**src/design/min_tracking_fifo_queue_assert.svh**
```systemverilog
// Assertion macros shared by the min-tracking queue RTL.
// Each macro samples on clk and is disabled while rst is high.
`ifndef MIN_TRACKING_FIFO_QUEUE_ASSERT_SVH
`define MIN_TRACKING_FIFO_QUEUE_ASSERT_SVH

// expr must hold at every clock edge
`define MTFQ_ASSERT_ALWAYS(lbl, expr) \
  lbl: assert property (@(posedge clk) disable iff (rst) (expr)) \
    else $error("mtfq assertion failed");

// cons must hold in the same cycle as ante
`define MTFQ_ASSERT_IMPL(lbl, ante, cons) \
  lbl: assert property (@(posedge clk) disable iff (rst) (ante) |-> (cons)) \
    else $error("mtfq assertion failed");

// cons must hold in the cycle after ante
`define MTFQ_ASSERT_NEXT(lbl, ante, cons) \
  lbl: assert property (@(posedge clk) disable iff (rst) (ante) |=> (cons)) \
    else $error("mtfq assertion failed");

`endif

```
**src/design/mtfq_pkg.sv**
```systemverilog
// Package for the min-tracking queue: word types, request codes, constants
// and the controller/datapath command and status structs. No dependencies.
`default_nettype none

package mtfq_pkg;

  localparam int DEPTH_DEF = 1024;
  localparam int DATA_W    = 64;
  localparam int COUNT_W   = 11;

  localparam logic signed [DATA_W-1:0] MIN_RESET = {1'b0, {(DATA_W-1){1'b1}}};

  localparam logic [1:0] REQ_QUERY = 2'd0;
  localparam logic [1:0] REQ_ENQ   = 2'd1;
  localparam logic [1:0] REQ_DEQ   = 2'd2;
  localparam logic [1:0] REQ_CLEAR = 2'd3;

  localparam logic ST_OK  = 1'b0;
  localparam logic ST_ERR = 1'b1;

  typedef struct packed {
    logic [1:0]               req_type;
    logic signed [DATA_W-1:0] value_in;
  } req_t;

  typedef struct packed {
    logic                     status;
    logic signed [DATA_W-1:0] value_out;
    logic [COUNT_W-1:0]       count;
    logic signed [DATA_W-1:0] min_value;
    logic                     empty_res;
  } res_t;

  typedef struct packed {
    logic accept;
    logic exec;
    logic scan;
    logic load;
  } ctrl_cmd_t;

  typedef struct packed {
    logic need_scan;
    logic scan_done;
  } dp_status_t;

endpackage

`default_nettype wire

```
**src/design/mtfq_ctrl.sv**
```systemverilog
// Controller for the min-tracking queue: sequences accept, execute,
// minimum rescan and result load. Depends on mtfq_pkg.
`default_nettype none

module mtfq_ctrl import mtfq_pkg::*; (
  input  wire logic       clk,
  input  wire logic       rst,
  input  wire logic       req_valid,
  output logic            req_ready,
  input  wire logic       res_valid,
  input  wire logic       res_ready,
  input  wire dp_status_t stat,
  output ctrl_cmd_t       cmd
);

  localparam logic [1:0] S_IDLE = 2'd0;
  localparam logic [1:0] S_EXEC = 2'd1;
  localparam logic [1:0] S_SCAN = 2'd2;
  localparam logic [1:0] S_DONE = 2'd3;

  logic [1:0] state;
  logic [1:0] state_next;

  assign req_ready  = (state == S_IDLE);
  assign cmd.accept = req_valid && req_ready;
  assign cmd.exec   = (state == S_EXEC);
  assign cmd.scan   = (state == S_SCAN);
  assign cmd.load   = (state == S_DONE) && (!res_valid || res_ready);

  always_comb begin
    state_next = state;
    unique case (state)
      S_IDLE: begin
        if (cmd.accept) state_next = S_EXEC;
      end
      S_EXEC: begin
        state_next = stat.need_scan ? S_SCAN : S_DONE;
      end
      S_SCAN: begin
        if (stat.scan_done) state_next = S_DONE;
      end
      S_DONE: begin
        if (cmd.load) state_next = S_IDLE;
      end
      default: state_next = S_IDLE;
    endcase
  end

  always_ff @(posedge clk) begin
    if (rst) begin
      state <= S_IDLE;
    end else begin
      state <= state_next;
    end
  end

endmodule

`default_nettype wire

```
**config.mk**
```make
export PLATFORM = sky130hd
export DESIGN_NAME = mtfq_ctrl
export DESIGN_NICKNAME = d
export VERILOG_FILES = /design/src/design/min_tracking_fifo_queue_assert.svh /design/src/design/mtfq_pkg.sv /design/src/design/mtfq_ctrl.sv
export SDC_FILE = /design/constraint.sdc
export NUM_CORES = 1
export LEC_CHECK = 0
export BUFFER_PORTS_ARGS = -buffer_cell sky130_fd_sc_hd__buf_2
export CORE_AREA = 2 2 39 41
export DETAILED_ROUTE_END_ITERATION = 10
export DIE_AREA = 0 0 41 43
export PLACE_DENSITY = 0.48
export SETUP_SLACK_MARGIN = 0.05
export SKIP_CTS_REPAIR_TIMING = 1
export SYNTH_ARGS = -nofsm -noshare
export SYNTH_HDL_FRONTEND = slang
export SYNTH_SLANG_ARGS = --single-unit
```
**constraint.sdc**
```tcl
create_clock -name clk -period 2.1 [get_ports clk]
set_input_delay 0 -clock clk [delete_from_list [all_inputs] [get_ports clk]]
set_output_delay 0 -clock clk [all_outputs]
set_load 0.02 [all_outputs]
```
==> out/metrics.csv <==
metric,value,unit
ys_warn_count,0,
slowest_stage,dfxtp_1,
grt_busiest_layer,met2,
worstPathRequired,2.10,ns
worst-path-buf-inv,2,
top_regs,state (2),
grt_util_met1,0.07668,
cts_buffers,3,
max-cap-violations,0,
postRouteAntennaNets,0,
internal-power,0.2437,mW
wl_per_cell,8.943,um
ys_ff_latch,2,
status,"finished, final reports clean",
swShare,0.4646,
dieArea,1763,um^2
power.total,0.4551,mW
htreeDepth,1,
place_area,304.0,um^2
cts_root_buf,clkbuf_4,
grt_max_degree,6,
initialDrtViolationCount,3,
dp_hpwl,405.1,um
synth-edff-count,0,
min_path_type,primary input to register,
max_stage_delay,0.39,ns
critPathMaxFanout,5,
fin_cells,53,
async_flop_share,0,
yosys.area.top_type_share,0.2186,
grt_pass1_wl,724,um
design_area,336.6,um^2
grt.overflow.total,0,
area_growth,46.99,%
seqPwrFrac,0.174,
regMostFlops,state,
ctsLongestPathBuffers,2,
cts.sinks,2,
clkTransAtPathRegs,0.03,ns
fin_crit_sh,0.6284,
gp_congestion,0.7032,
clk_latency,0.23,ns
period_needed,1.320,ns
syn_area_per_cell,10.41,um^2
fillCellCount,152,
slew_headroom,0.8779,
grt_antenna_before_repair,0,
crit_chain,inv_1 > ha_1 > and2_2 > buf_2,
setup-tns-final,0,ns
cp-start-kind,register,
power.density,1352,nW/um^2
hold_viol_final,0,
viasPerCell,3.981,
slew_violations,0,
synthFlopType,dfxtp_1,
fin_nets,50,
cts_tree,yes,
dieWidth,41,um
placedCellCount,49,
synth_area,229.0,um^2
worstSetupPathType,register to output port,
drive_above_1_share,0.5405,
ys_seq_area_frac,0.1749,
endpoint_kind,output port,
io_buffers,11,
diodes,0,
leakage,0.1804,nW
grt_use_met3,0.06283,
worst_pin_slew,0.1832,ns
synth.distinct_cells,14,
grt_pass1_vias,189,
clock_skew,0.003330,ns
p_switching,0.2114,mW
synth.most_common_cell,ha_1,
die_h,43,um
combPwrFrac,0.639,
grt_usage,0.06413,
vias,211,
wirelength,474,um
netlist_instances,22,
rsz0062_at_grt,false,
start_util,0.1655,
clockPowerShare,0.187,
firstDrtPassIters,2,
crit_family,flip-flops,
post-route-util,0.2432,
finalSetupViolations,0,
vdd_drop_max,0.0004520,V
yosysTopAreaCell,ha_1,
synth_fp_nets,33,
fmax,757.8,MHz
synth_commonest_cells,"4 x ha_1, 3 x inv_1, 2 x a21oi_1, 2 x dfxtp_1, 2 x nand2b_4",
largest_reg_flops,2,
drc,0,
rows,14,
met2_usage,0.07813,
io_pins,12,
worstPathArrival,1.32,ns
core_area,1384,um^2
synth.area.top_cells,"ha_1 22%, dfxtp_1 17%, nand2b_4 12%, nand3b_4 8.7%, a311oi_2 6.6%",
==> per-stage QoR <==
step	hold WS, ns	worst slack (ns)
2_1_floorplan	0.06786	0.8228
3_3_place_gp	0.1907	0.8608
3_5_place_dp	0.1912	0.8304
4_1_cts	-0.04845	0.7604
5_1_grt	0.1154	0.6879
6_report	0.09240	0.7804
==> cell usage in the layout (no fill, tap or decap), types with 2 or more instances in the layout <==
master / count
buf_2: 11
ha_1: 4
inv_1: 3
clkbuf_4: 3
nand2b_4: 2
a21oi_1: 2
dfxtp_1: 2
==> power groups by stage <==
stage | clock network, mW | logic [mW] | registers (mW)
after floorplan | 0 | 0.231 | 0.0740
after global placement | 0 | 0.292 | 0.0797
after detailed placement | 0 | 0.294 | 0.0801
after CTS | 0.0897 | 0.295 | 0.0795
after global routing | 0.0966 | 0.318 | 0.0830
final | 0.0850 | 0.291 | 0.0793
==> metal layers <==
metal	part of all wire	wire length [um]	up-vias
met2	0.43	204	10
met4	0	0	0
li1	-	-	110
met1	0.46	219	91
met3	0.11	50	0
met5	0	0	-
==> worst paths after layout <==
path	from	slack, ns	end	cells after the start
setup / recovery	state[0]$_SDFFE_PP0P_	0.78	cmd[3]	4
hold / removal	stat[1]	0.09	state[0]$_SDFFE_PP0P_	3
setup reg to reg	state[0]$_SDFFE_PP0P_	0.83	state[0]$_SDFFE_PP0P_	5
hold reg to reg	state[0]$_SDFFE_PP0P_	0.59	state[0]$_SDFFE_PP0P_	2
==> cell families after synthesis <==
family | synth area share
flip-flops | 0.1749
buffers and inverters | 0.04918
AND/OR/NAND/NOR | 0.3498
AO/OA/AOI/OAI | 0.2077
adder cells (fa/ha/maj) | 0.2186
==> worst reg2reg max path: cells and delay by family (launching register included) <==
family	cells	cell delay, ns
AOI/OAI and AO/OA	2	0.32
adders and majority gates	1	0.27
buffers and inverters	1	0.10
DFF	1	0.39
and+or+nand+nor	1	0.10
==> cell type report <==
class / count / area, um^2 / area share
tap: 16 / 20.02 / 0.05948
multi-input combinational: 17 / 177.7 / 0.5279
timing repair buffer: 12 / 65.06 / 0.1933
inverter: 3 / 11.26 / 0.03346
clock buffer: 3 / 22.52 / 0.06691
sequential: 2 / 40.04 / 0.1190
(Power assumes the default switching activity.)
